<file path="src/smartcard_char_transceiver_top_defines.svh">
// ----------------------------------------------------------------------------
// Smart-card character transceiver assertion macros
// Shared macros for the concurrent checks at the end of the top level.
// ----------------------------------------------------------------------------
`ifndef SMARTCARD_CHAR_TRANSCEIVER_TOP_DEFINES_SVH
`define SMARTCARD_CHAR_TRANSCEIVER_TOP_DEFINES_SVH

// Same-cycle implication, sampled on clk and disabled during reset.
`define SCT_ASSERT_NOW(lbl, ante, cons, msg) \
  lbl: assert property (@(posedge clk) disable iff (!rst_n) (ante) |-> (cons)) else $error(msg);

// Next-cycle implication, sampled on clk and disabled during reset.
`define SCT_ASSERT_NEXT(lbl, ante, cons, msg) \
  lbl: assert property (@(posedge clk) disable iff (!rst_n) (ante) |=> (cons)) else $error(msg);

`endif

</file>
<file path="src/sct_pkg.sv">
// ----------------------------------------------------------------------------
// Smart-card character transceiver package
// Payload types, phase encoding, register indexes and reset values.
// ----------------------------------------------------------------------------
`timescale 1ns / 1ps

package sct_pkg;

  typedef enum logic [1:0] {
    PH_IDLE = 2'd0,
    PH_RX   = 2'd1,
    PH_TX   = 2'd2
  } phase_t;

  localparam int unsigned CfgIdxW = 2;
  localparam int unsigned CfgDataW = 16;

  localparam logic [CfgIdxW-1:0] CFG_ETU_CYCLES         = 2'd0;
  localparam logic [CfgIdxW-1:0] CFG_FIRST_SAMPLE_DELAY = 2'd1;
  localparam logic [CfgIdxW-1:0] CFG_GUARD_ETUS         = 2'd2;

  localparam logic [15:0] ETU_CYCLES_RST         = 16'd372;
  localparam logic [15:0] FIRST_SAMPLE_DELAY_RST = 16'd558;
  localparam logic [3:0]  GUARD_ETUS_RST         = 4'd3;

  // Character frame: start bit, eight data bits, parity bit.
  localparam logic [5:0] FRAME_SLOTS = 6'd10;
  localparam logic [4:0] RX_PARITY_SLOT = 5'd8;

  typedef struct packed {
    logic       line_in;
    logic       tx_start;
    logic [7:0] tx_byte;
  } in_t;

  typedef struct packed {
    logic       drive_low;
    logic       rx_valid;
    logic [7:0] rx_data;
    logic       rx_parity_error;
    logic       tx_accepted;
    logic       tx_done;
    logic       busy_res;
  } out_t;

endpackage

</file>
<file path="src/sct_in_stage.sv">
// ----------------------------------------------------------------------------
// Input stage
// Holds one accepted input beat until the core consumes it.
// ----------------------------------------------------------------------------
`timescale 1ns / 1ps

module sct_in_stage
  import sct_pkg::*;
(
  input  logic clk,
  input  logic rst_n,
  input  logic in_valid,
  output logic in_ready,
  input  in_t  in_payload,
  input  logic advance,
  output logic s1_valid,
  output in_t  s1_data
);

  logic s1_valid_r;
  logic s1_valid_nxt;
  in_t  s1_data_r;

  assign in_ready = !s1_valid_r || advance;
  assign s1_valid_nxt = (in_valid && in_ready) ? 1'b1 : (advance ? 1'b0 : s1_valid_r);

  always_ff @(posedge clk) begin
    if (!rst_n) begin
      s1_valid_r <= 1'b0;
    end else begin
      s1_valid_r <= s1_valid_nxt;
    end
  end

  always_ff @(posedge clk) begin
    if (in_valid && in_ready) begin
      s1_data_r <= in_payload;
    end
  end

  assign s1_valid = s1_valid_r;
  assign s1_data  = s1_data_r;

endmodule

</file>
<file path="src/sct_core.sv">
// ----------------------------------------------------------------------------
// Transceiver core
// Character state, configuration registers and the per-tick update logic.
// ----------------------------------------------------------------------------
`timescale 1ns / 1ps

module sct_core
  import sct_pkg::*;
(
  input  logic                clk,
  input  logic                rst_n,
  input  logic                cfg_we,
  input  logic [CfgIdxW-1:0]  cfg_index,
  input  logic [CfgDataW-1:0] cfg_data,
  input  logic                step,
  input  in_t                 s1_data,
  output out_t                result
);

  logic [15:0] etu_r;
  logic [15:0] fsd_r;
  logic [3:0]  guard_r;

  phase_t      phase_r, phase_nxt;
  logic [15:0] tick_count_r, tick_count_nxt;
  logic [4:0]  bit_index_r, bit_index_nxt;
  logic [7:0]  rx_shift_r, rx_shift_nxt;
  logic [9:0]  tx_frame_r, tx_frame_nxt;
  logic [4:0]  history_r, history_nxt;
  logic        last_line_r;
  logic        line_drive_r, line_drive_nxt;

  logic [15:0] tick_inc;
  logic [15:0] etu_eff;
  logic [15:0] rx_target;
  logic        rx_hit;
  logic        tx_hit;
  logic        bit_val;
  logic        falling;
  logic [4:0]  bit_inc;
  logic        tx_end;
  logic [9:0]  new_frame;

  function automatic logic maj5(input logic [4:0] h);
    logic [2:0] n;
    n = 3'(h[0]) + 3'(h[1]) + 3'(h[2]) + 3'(h[3]) + 3'(h[4]);
    return n >= 3'd3;
  endfunction

  // Level driven in a given ETU slot: released during guard time and past the frame.
  function automatic logic slot_drive(input logic [4:0] bidx, input logic [3:0] guard,
                                      input logic [9:0] frame);
    logic [5:0] pos;
    pos = {1'b0, bidx} - {2'b00, guard};
    if ({1'b0, bidx} < {2'b00, guard}) begin
      return 1'b0;
    end
    if (pos >= FRAME_SLOTS) begin
      return 1'b0;
    end
    return !frame[pos[3:0]];
  endfunction

  // Configuration registers
  always_ff @(posedge clk) begin
    if (!rst_n) begin
      etu_r   <= ETU_CYCLES_RST;
      fsd_r   <= FIRST_SAMPLE_DELAY_RST;
      guard_r <= GUARD_ETUS_RST;
    end else if (cfg_we) begin
      case (cfg_index)
        CFG_ETU_CYCLES:         etu_r   <= cfg_data;
        CFG_FIRST_SAMPLE_DELAY: fsd_r   <= cfg_data;
        CFG_GUARD_ETUS:         guard_r <= cfg_data[3:0];
        default: ;
      endcase
    end
  end

  assign tick_inc  = (tick_count_r == 16'hFFFF) ? tick_count_r : tick_count_r + 16'd1;
  assign etu_eff   = (etu_r == 16'd0) ? 16'd1 : etu_r;
  assign rx_target = (bit_index_r != 5'd0) ? etu_eff :
                     ((fsd_r == 16'd0) ? 16'd1 : fsd_r);
  assign rx_hit    = tick_inc >= rx_target;
  assign tx_hit    = tick_inc >= etu_eff;
  assign history_nxt = {history_r[3:0], s1_data.line_in};
  assign bit_val   = maj5(history_nxt);
  assign falling   = last_line_r && !s1_data.line_in;
  assign bit_inc   = bit_index_r + 5'd1;
  assign tx_end    = {1'b0, bit_inc} >= ({2'b00, guard_r} + FRAME_SLOTS);
  assign new_frame = {^s1_data.tx_byte, s1_data.tx_byte, 1'b0};

  // Next phase
  always_comb begin
    phase_nxt = phase_r;
    case (phase_r)
      PH_RX: begin
        if (rx_hit && (bit_index_r >= RX_PARITY_SLOT)) begin
          phase_nxt = PH_IDLE;
        end
      end
      PH_TX: begin
        if (tx_hit && tx_end) begin
          phase_nxt = PH_IDLE;
        end
      end
      PH_IDLE: begin
        if (s1_data.tx_start) begin
          phase_nxt = PH_TX;
        end else if (falling) begin
          phase_nxt = PH_RX;
        end
      end
      default: phase_nxt = PH_IDLE;
    endcase
  end

  // Datapath and result
  always_comb begin
    tick_count_nxt = tick_count_r;
    bit_index_nxt  = bit_index_r;
    rx_shift_nxt   = rx_shift_r;
    tx_frame_nxt   = tx_frame_r;
    line_drive_nxt = line_drive_r;
    result         = '0;
    case (phase_r)
      PH_RX: begin
        tick_count_nxt = tick_inc;
        if (rx_hit) begin
          tick_count_nxt = 16'd0;
          if (bit_index_r < RX_PARITY_SLOT) begin
            rx_shift_nxt  = rx_shift_r | (8'(bit_val) << bit_index_r[2:0]);
            bit_index_nxt = bit_inc;
          end else begin
            result.rx_valid        = 1'b1;
            result.rx_data         = rx_shift_r;
            result.rx_parity_error = bit_val ^ (^rx_shift_r);
            bit_index_nxt          = 5'd0;
          end
        end
      end
      PH_TX: begin
        tick_count_nxt = tick_inc;
        if (tx_hit) begin
          tick_count_nxt = 16'd0;
          if (tx_end) begin
            line_drive_nxt = 1'b0;
            result.tx_done = 1'b1;
            bit_index_nxt  = 5'd0;
          end else begin
            bit_index_nxt  = bit_inc;
            line_drive_nxt = slot_drive(bit_inc, guard_r, tx_frame_r);
          end
        end
      end
      PH_IDLE: begin
        if (s1_data.tx_start) begin
          result.tx_accepted = 1'b1;
          tick_count_nxt     = 16'd0;
          bit_index_nxt      = 5'd0;
          tx_frame_nxt       = new_frame;
          line_drive_nxt     = slot_drive(5'd0, guard_r, new_frame);
        end else if (falling) begin
          tick_count_nxt = 16'd0;
          bit_index_nxt  = 5'd0;
          rx_shift_nxt   = 8'd0;
        end
      end
      default: ;
    endcase
    result.drive_low = line_drive_nxt;
    result.busy_res  = (phase_nxt != PH_IDLE);
  end

  always_ff @(posedge clk) begin
    if (!rst_n) begin
      phase_r      <= PH_IDLE;
      tick_count_r <= 16'd0;
      bit_index_r  <= 5'd0;
      rx_shift_r   <= 8'd0;
      tx_frame_r   <= 10'h3FF;
      history_r    <= 5'h1F;
      last_line_r  <= 1'b1;
      line_drive_r <= 1'b0;
    end else if (step) begin
      phase_r      <= phase_nxt;
      tick_count_r <= tick_count_nxt;
      bit_index_r  <= bit_index_nxt;
      rx_shift_r   <= rx_shift_nxt;
      tx_frame_r   <= tx_frame_nxt;
      history_r    <= history_nxt;
      last_line_r  <= s1_data.line_in;
      line_drive_r <= line_drive_nxt;
    end
  end

endmodule

</file>
<file path="src/sct_out_stage.sv">
// ----------------------------------------------------------------------------
// Output stage
// Result register; holds a beat until the downstream side takes it.
// ----------------------------------------------------------------------------
`timescale 1ns / 1ps

module sct_out_stage
  import sct_pkg::*;
(
  input  logic clk,
  input  logic rst_n,
  input  logic load,
  input  out_t result,
  output logic space,
  output logic out_valid,
  input  logic out_ready,
  output out_t out_payload
);

  logic out_valid_r;
  logic out_valid_nxt;
  out_t out_data_r;

  assign space = !out_valid_r || out_ready;
  assign out_valid_nxt = load ? 1'b1 : (out_ready ? 1'b0 : out_valid_r);

  always_ff @(posedge clk) begin
    if (!rst_n) begin
      out_valid_r <= 1'b0;
    end else begin
      out_valid_r <= out_valid_nxt;
    end
  end

  always_ff @(posedge clk) begin
    if (load) begin
      out_data_r <= result;
    end
  end

  assign out_valid   = out_valid_r;
  assign out_payload = out_data_r;

endmodule

</file>
<file path="src/smartcard_char_transceiver_top.sv">
// ----------------------------------------------------------------------------
// Smart-card character transceiver
// Half-duplex character receiver and transmitter for one open-drain line.
// ----------------------------------------------------------------------------
// Each input beat is one tick of the ETU timebase: the sampled line level and
// an optional transmit request with its byte. Each beat yields exactly one
// result beat: the line drive, a received character when one completes, and
// the transmit accept, done and busy flags.
// The configuration channel (cfg_valid/cfg_ready, cfg_index, cfg_data) writes
// ETU length, first-sample delay and guard ETUs; it is always ready.
// An input beat passes through one input register, the tick update logic and one
// result register before its result can be taken. Throughput is one beat per
// cycle while the result register has space, bounded by the single tick update
// of the character state.
// When the receiver stalls, the result register holds its beat and the input
// register fills; in_ready then drops until out_ready returns. State only
// advances when a beat moves into the result register, so no tick is lost.
// Synchronous reset returns the line to released, the character engine to
// idle and the registers to 372, 558 and 3.
// ----------------------------------------------------------------------------
`timescale 1ns / 1ps
`include "smartcard_char_transceiver_top_defines.svh"

module smartcard_char_transceiver_top
  import sct_pkg::*;
(
  input  logic                clk,
  input  logic                rst_n,
  input  logic                in_valid,
  output logic                in_ready,
  input  in_t                 in_payload,
  output logic                out_valid,
  input  logic                out_ready,
  output out_t                out_payload,
  input  logic                cfg_valid,
  output logic                cfg_ready,
  input  logic [CfgIdxW-1:0]  cfg_index,
  input  logic [CfgDataW-1:0] cfg_data
);

  logic s1_valid;
  in_t  s1_data;
  logic out_space;
  logic advance;
  out_t result;

  assign cfg_ready = 1'b1;
  assign advance   = s1_valid && out_space;

  sct_in_stage u_in_stage (
    .clk        (clk),
    .rst_n      (rst_n),
    .in_valid   (in_valid),
    .in_ready   (in_ready),
    .in_payload (in_payload),
    .advance    (advance),
    .s1_valid   (s1_valid),
    .s1_data    (s1_data)
  );

  sct_core u_core (
    .clk       (clk),
    .rst_n     (rst_n),
    .cfg_we    (cfg_valid && cfg_ready),
    .cfg_index (cfg_index),
    .cfg_data  (cfg_data),
    .step      (advance),
    .s1_data   (s1_data),
    .result    (result)
  );

  sct_out_stage u_out_stage (
    .clk         (clk),
    .rst_n       (rst_n),
    .load        (advance),
    .result      (result),
    .space       (out_space),
    .out_valid   (out_valid),
    .out_ready   (out_ready),
    .out_payload (out_payload)
  );

  `SCT_ASSERT_NEXT(a_advance_loads, advance, out_valid, "result register did not load")
  `SCT_ASSERT_NOW(a_no_overwrite, in_valid && in_ready && s1_valid, advance, "input beat overwritten")
  `SCT_ASSERT_NOW(a_rx_ends_busy, out_valid && out_payload.rx_valid, !out_payload.busy_res, "busy after character received")
  `SCT_ASSERT_NOW(a_tx_flags_apart, out_valid && out_payload.tx_done, !out_payload.tx_accepted && !out_payload.busy_res, "transmit done with accept or busy")

endmodule
</file>
<file path="config.mk">
export PLATFORM = sky130hd
export DESIGN_NAME = smartcard_char_transceiver_top
export DESIGN_NICKNAME = d
export VERILOG_FILES = /design/src/sct_pkg.sv /design/src/sct_in_stage.sv /design/src/sct_core.sv /design/src/sct_out_stage.sv /design/src/smartcard_char_transceiver_top.sv
export VERILOG_INCLUDE_DIRS = /design/src /design/src/src
export SDC_FILE = /design/constraint.sdc
export NUM_CORES = 1
export LEC_CHECK = 0
export BUFFER_PORTS_ARGS = -buffer_cell sky130_fd_sc_hd__buf_2
export CAP_MARGIN = 20
export CORE_MARGIN = 2
export CORE_UTILIZATION = 45
export CTS_BUF_LIST = sky130_fd_sc_hd__clkbuf_8
export CTS_CLUSTER_SIZE = 40
export DETAILED_ROUTE_END_ITERATION = 10
export GPL_ROUTABILITY_DRIVEN = 0
export GPL_TIMING_DRIVEN = 0
export PLACE_DENSITY = 0.66
export SLEW_MARGIN = 10
export SYNTH_ARGS = -nofsm -noshare
export SYNTH_HDL_FRONTEND = slang
export SYNTH_HIERARCHICAL = 1
export SYNTH_SLANG_ARGS = --single-unit
</file>
<file path="constraint.sdc">
create_clock -name clk -period 4.5 [get_ports clk]
set_clock_uncertainty 0.15 [all_clocks]
set_input_delay 0.45 -clock clk [delete_from_list [all_inputs] [get_ports clk]]
set_output_delay 0.45 -clock clk [all_outputs]
set_load 0.02 [all_outputs]
</file>
==> metrics.cfg, run 1 <==
[yosys]
synth.ff_latch_count=108
ys_types=65
synth.most_common_cell=nand2_1
synth_fp_nets=795
syn_inst=714
ys.flop_type=dfxtp_1
synth_edf_count=24
yosys.area.top_type=dfxtp_1
synthTopCellsByCount=117 x nand2_1, 84 x dfxtp_1, 49 x a21oi_1
avgSynthCellArea_um2=8.77
yosys.area.top_type_share_pct=26.8
syn-cell-area_um2=6260
async_reset_ff_share_pct=0
synthTopCellsByArea=dfxtp_1 27%, edfxtp_1 12%, ha_1 9.0%
seq_area_frac_synth_pct=38.3
yosys_warnings=6

[die]
fp-row-count=43
die_area_um2=14900
pin_count=50
core_area_um2=13700
fp.dieH_um=122
die_x_um=122
start_util_pct=45.7

[clock_tree]
cts_tree=built
htreeDepth=3
cts_buffers=9
cts.sinks=108
clk_latency_ns=0.40
ctsHoldBuffers=0
cts.clk_slew.worst_paths_ns=0.12
cts_root_buffer=clkbuf_8
clockBufferDepth=2

[sta]
slew_headroom_pct=43.0
finalHoldViolations=0
timing.hold.ws_ns=0.0660
fmax_ghz=0.234
layout_min_cycle_time_ns=4.27
fin_crit_sh_pct=94.9
rsz0062_at_grt=no
drv_slew=0
tightest_slew_ns=0.855
setup_ws_ns=0.228
final-setup-viol-count=0

[power_and_ir_drop]
power_leakage_nw=2.95
vdd_ir_drop_max_mv=0.254
p_total_mw=2.03
power.density_nw_per_um2=291

[grt]
antenna_found_initial=0
groute.usage.overall_pct=21.2
grt_pass1_wl_mm=24.7
grt_max_degree=22
first_global_vias=5029
gr-total-overflow=0

[detailed_routing]
drt-initial-drc-count=300
first_pass_iters=5
vias_per_cell=5.51
antenna_left=0
num_vias=5275
wire_per_inst_um=15.9
drt_wl_total_mm=15.2
route.detailed.drc=0

[final_layout]
diodes=0
final_util_pct=50.9
areaGrowthSynthToFinish_pct=11.5
nets=854
drive_gt1_share_pct=12.6
fillCellCount=1312

[placed_design]
place_hpwl_mm=11.6
port_buffers=48
place_ws_ns=-0.0723

[setup_path]
cp.required_ns=4.68
reg2reg_depth=13
end_kind=flop
worstPathArrival_ns=4.46
cp_max_fo=8
path_class=reg -> reg
cp-start-kind=flop

[flow_run]
cap_violations=0

[min_path]
hold_depth=1
hold_path.class=in -> reg

[run_status]
status=finished clean

-- layer usage --
| layer | GRT usage (%) | up-vias | routed length, um |
|---|---|---|---|
| li1 | - | 2646 | - |
| met1 | 28.2 | 2518 | 7110 |
| met2 | 35.1 | 95 | 7320 |
| met3 | 2.81 | 16 | 540 |
| met4 | 7.90 | 0 | 244 |
| met5 | 0 | - | 0 |
-- cells by family (layout without fill, tap and decap cells) --
family | after synthesis | in the layout | share of synthesized area (%)
AO/OA/AOI/OAI | 150 | 150 | 16.6
XOR/XNOR | 35 | 35 | 4.89
adder cells (fa/ha/maj) | 48 | 48 | 9.95
buffers and inverters | 70 | 134 | 4.51
flip-flops | 108 | 108 | 38.3
multiplexers | 16 | 16 | 3.04
other | 1 | 1 | 0.0599
AND/OR/NAND/NOR | 286 | 286 | 22.6
-- path summary, 6_finish.rpt --
check	from	to	slack (ns)
worst max-delay path	u_core/bit_index_r[3]	u_core/phase_r[0]	0.23
worst min-delay path	in_payload[5]	u_in_stage/s1_data[5]	0.07
worst min register to register	u_core/tx_frame_r[0]	u_core/tx_frame_r[0]	0.31
worst max register to register	u_core/bit_index_r[3]	u_core/phase_r[0]	0.23
-- what timing repair did --
item,4_1_cts,5_1_grt
resized for setup,1,8
setup endpoints to repair,1,34
setup buffers,0,0
-- worst max-delay path: stages (launching register included) --
cell	delay, ns
dfxtp_1	0.38
nor2_1	0.32
nand3b_1	0.38
a31oi_2	0.51
a22oi_1	0.16
ha_1	0.33
a21o_1	0.19
a21o_1	0.18
a221oi_1	0.33
o211ai_1	0.21
a21oi_1	0.39
nor2_1	0.10
or3b_2	0.45
a21oi_1	0.13
-- power by group --
group          internal, mW  switching (mW)  leakage, nW
Combinational         0.140           0.216         1.94
Sequential             1.04          0.0321        0.911
Clock                 0.221           0.388        0.102
-- layout make-up --
| type | instances | area, um^2 | area share [%] |
|---|---|---|---|
| inverters | 41 | 154 | 2.20 |
| multi-input cells | 536 | 3630 | 52.0 |
| flip-flops and latches | 108 | 2400 | 34.4 |
| clock buffers | 9 | 124 | 1.77 |
| plain buffers | 28 | 125 | 1.79 |
| clock inverters | 7 | 78.8 | 1.13 |
| repair buffers | 49 | 245 | 3.51 |
| well taps | 180 | 225 | 3.22 |
-- layout by cell type, fill, tap and decap left out, drive strengths merged, types with 4 or more instances in the layout --
cell	n
mux2i	10
xnor2	27
dfxtp	84
nand4	7
xor2	8
a31oi	5
buf	54
nand3	37
inv	44
and4	6
a21oi	50
or3	5
mux2	4
a21o	10
clkbuf	32
nand2	117
and3	7
nor2	42
ha	45
nor3	10
nor4	8
a22o	10
nand3b	4
o21a	9
o21ai	13
and2	18
nand2b	9
edfxtp	24
nor2b	4
a211oi	5
o211ai	12
o22ai	4
clkinv	4
a22oi	8
-- registers in the layout, summed over array words and instances, names as in the netlist --
signal / flops
u_core/etu_r: 16
u_core/fsd_r: 16
u_core/tick_count_r: 16
u_out_stage/out_payload: 14
u_core/tx_frame_r: 10
u_in_stage/s1_data: 10
u_core/rx_shift_r: 8
u_core/bit_index_r: 5
u_core/guard_r: 4
u_core/history_r: 4
u_core/phase_r: 2
u_core/line_drive_r: 1
u_in_stage/s1_valid: 1
u_out_stage/out_valid: 1
-- stage by stage --
| stage | TNS (ns) | area [um^2] | instances |
|---|---|---|---|
| detailed placement | -0.0723 | 6730 | 942 |
| finish | 0 | 6990 | 958 |
| global route | 0 | 6990 | 958 |
| CTS | 0 | 6940 | 958 |
| global placement | 0 | 6730 | 942 |
| floorplan | 0 | 6260 | 714 |
Power figures use the tool's default switching activity.
==> run 2: changes to the inputs <==
--- a/config.mk
+++ b/config.mk
@@ -15,7 +15,6 @@
 export DETAILED_ROUTE_END_ITERATION = 10
 export GPL_ROUTABILITY_DRIVEN = 0
 export GPL_TIMING_DRIVEN = 0
-export PLACE_DENSITY = 0.66
 export SLEW_MARGIN = 10
 export SYNTH_ARGS = -nofsm -noshare
 export SYNTH_HDL_FRONTEND = slang
==> metrics.cfg, run 2 (synthesis gave the netlist of run 1 again) <==
[run_status]
status=finished clean

[placed_design]
place_hpwl_mm=11.6
dp.cells=942
place_ws_ns=-0.0224
port_buffers=48

[detailed_routing]
drt_wl_total_mm=15.1
drt-initial-drc-count=311
num_vias=5282
first_pass_iters=4
wire_per_inst_um=15.8
vias_per_cell=5.51
antenna_left=0
route.detailed.drc=0

[setup_path]
cp.required_ns=4.51
end_kind=flop
slowest_stage=dfxtp_1
worstPathArrival_ns=4.27
cp_max_fo=7
crit_family=simple AND/OR/NAND/NOR gates
critical_path.cell_chain=ha_1 -> and2_1 -> and3_2 -> nand3_1 -> xnor2_2 -> ha_1 -> nand2b_1 -> a21oi_1 -> o21ai_0 -> o21ai_0 -> a22oi_2 -> nor2_2 -> a2111oi_0 -> or3_1 -> buf_4
cp_slowest_stage_delay_ns=0.46
path_buf_inv=1
path_class=reg -> reg
cp-start-kind=flop

[final_layout]
areaGrowthSynthToFinish_pct=12.0
layout_commonest_cell=nand2_1
final_cell_mix=117 x nand2_1, 84 x dfxtp_1, 49 x buf_2, 49 x a21oi_1, 45 x ha_1
nets=854
largestRegisters=u_core/etu_r (16), u_core/fsd_r (16), u_core/tick_count_r (16)
diodes=0
drive_gt1_share_pct=12.6
final_cells=958
final_util_pct=51.1

[sta]
timing.hold.ws_ns=0.0754
fin_crit_sh_pct=94.7
drv_slew=0
finalHoldViolations=0
final-setup-viol-count=0
layout_min_cycle_time_ns=4.26
slew_headroom_pct=42.8
rsz0062_at_grt=no
setup_ws_ns=0.238
fmax_ghz=0.235
tightest_slew_ns=0.858

[grt]
first_global_vias=5083
grt_pass1_wl_mm=24.8
gr-total-overflow=0
antenna_found_initial=0
groute.usage.overall_pct=21.2
grt_max_degree=22

[clock_tree]
cts_tree=built
htreeDepth=3
cts_root_buffer=clkbuf_8
post_cts_buffers=0
cts.sinks=108
cts_buffers=9
clockBufferDepth=2
clk_latency_ns=0.39
cts.clk_slew.worst_paths_ns=0.11

[die]
core_area_um2=13700
die_x_um=122
die_area_um2=14900
fp-row-count=43
start_util_pct=45.7
fp.dieH_um=122
pin_count=50

[power_and_ir_drop]
power_leakage_nw=2.96
vdd_ir_drop_max_mv=0.226
power.density_nw_per_um2=301
p_total_mw=2.11

[min_path]
hold_path.class=in -> reg

[flow_run]
cap_violations=0

==> run 2: cell types whose count changed in the layout (fill, tap and decap cells not counted) <==
cell | previous run | this run
clkinv_4 | 2 | 1
clkinv_8 | 2 | 1
bufinv_16 | 0 | 2
clkbuf_2 | 0 | 1
clkinv_2 | 0 | 1
buf_2 | 50 | 49
inv_8 | 1 | 0
==> run 2: path summary, 6_finish.rpt <==
check	start	end	slack, ns	cells after the start
max	u_core/tick_count_r[0]	u_out_stage/out_payload[13]	0.24	15
min	in_payload[8]	u_in_stage/s1_data[8]	0.08	1
max reg2reg	u_core/tick_count_r[0]	u_out_stage/out_payload[13]	0.24	15
min reg2reg	u_core/tx_frame_r[0]	u_core/tx_frame_r[0]	0.31	2
==> run 2: repair_timing <==
item | CTS | global route
gates resized for setup | 1 | 8
endpoints found under the setup margin | 1 | 34
hold buffers | 0 | 0
==> run 2: final cells by class <==
type / count / area [um^2]
buffer: 28 / 125
clock buffer: 9 / 124
clock inverter: 7 / 108
fill: 1322 / 6700
inverter: 41 / 154
multi-input combinational: 536 / 3630
sequential: 108 / 2400
tap: 180 / 225
timing repair buffer: 49 / 245
==> run 2: layer usage <==
layer	up-vias	GRT usage [%]	part of all wire, %
met3	14	3.00	3.4
met2	96	33.9	45
met4	0	7.18	1.4
met1	2523	29.2	50
li1	2649	-	-
met5	-	0	0
==> run 2: per-stage QoR <==
stage,TNS (ns),instance area (um^2)
after global placement,-0.00960,6730
after detailed placement,-0.0224,6730
after floorplan,0,6260
after CTS,0,6970
final,0,7020
after global routing,0,7020
==> run 2: power breakdown <==
part / switching [mW] / internal [mW] / total [mW]
clock: 0.365 / 0.322 / 0.687
sequential: 0.0329 / 1.03 / 1.07
combinational: 0.215 / 0.140 / 0.355
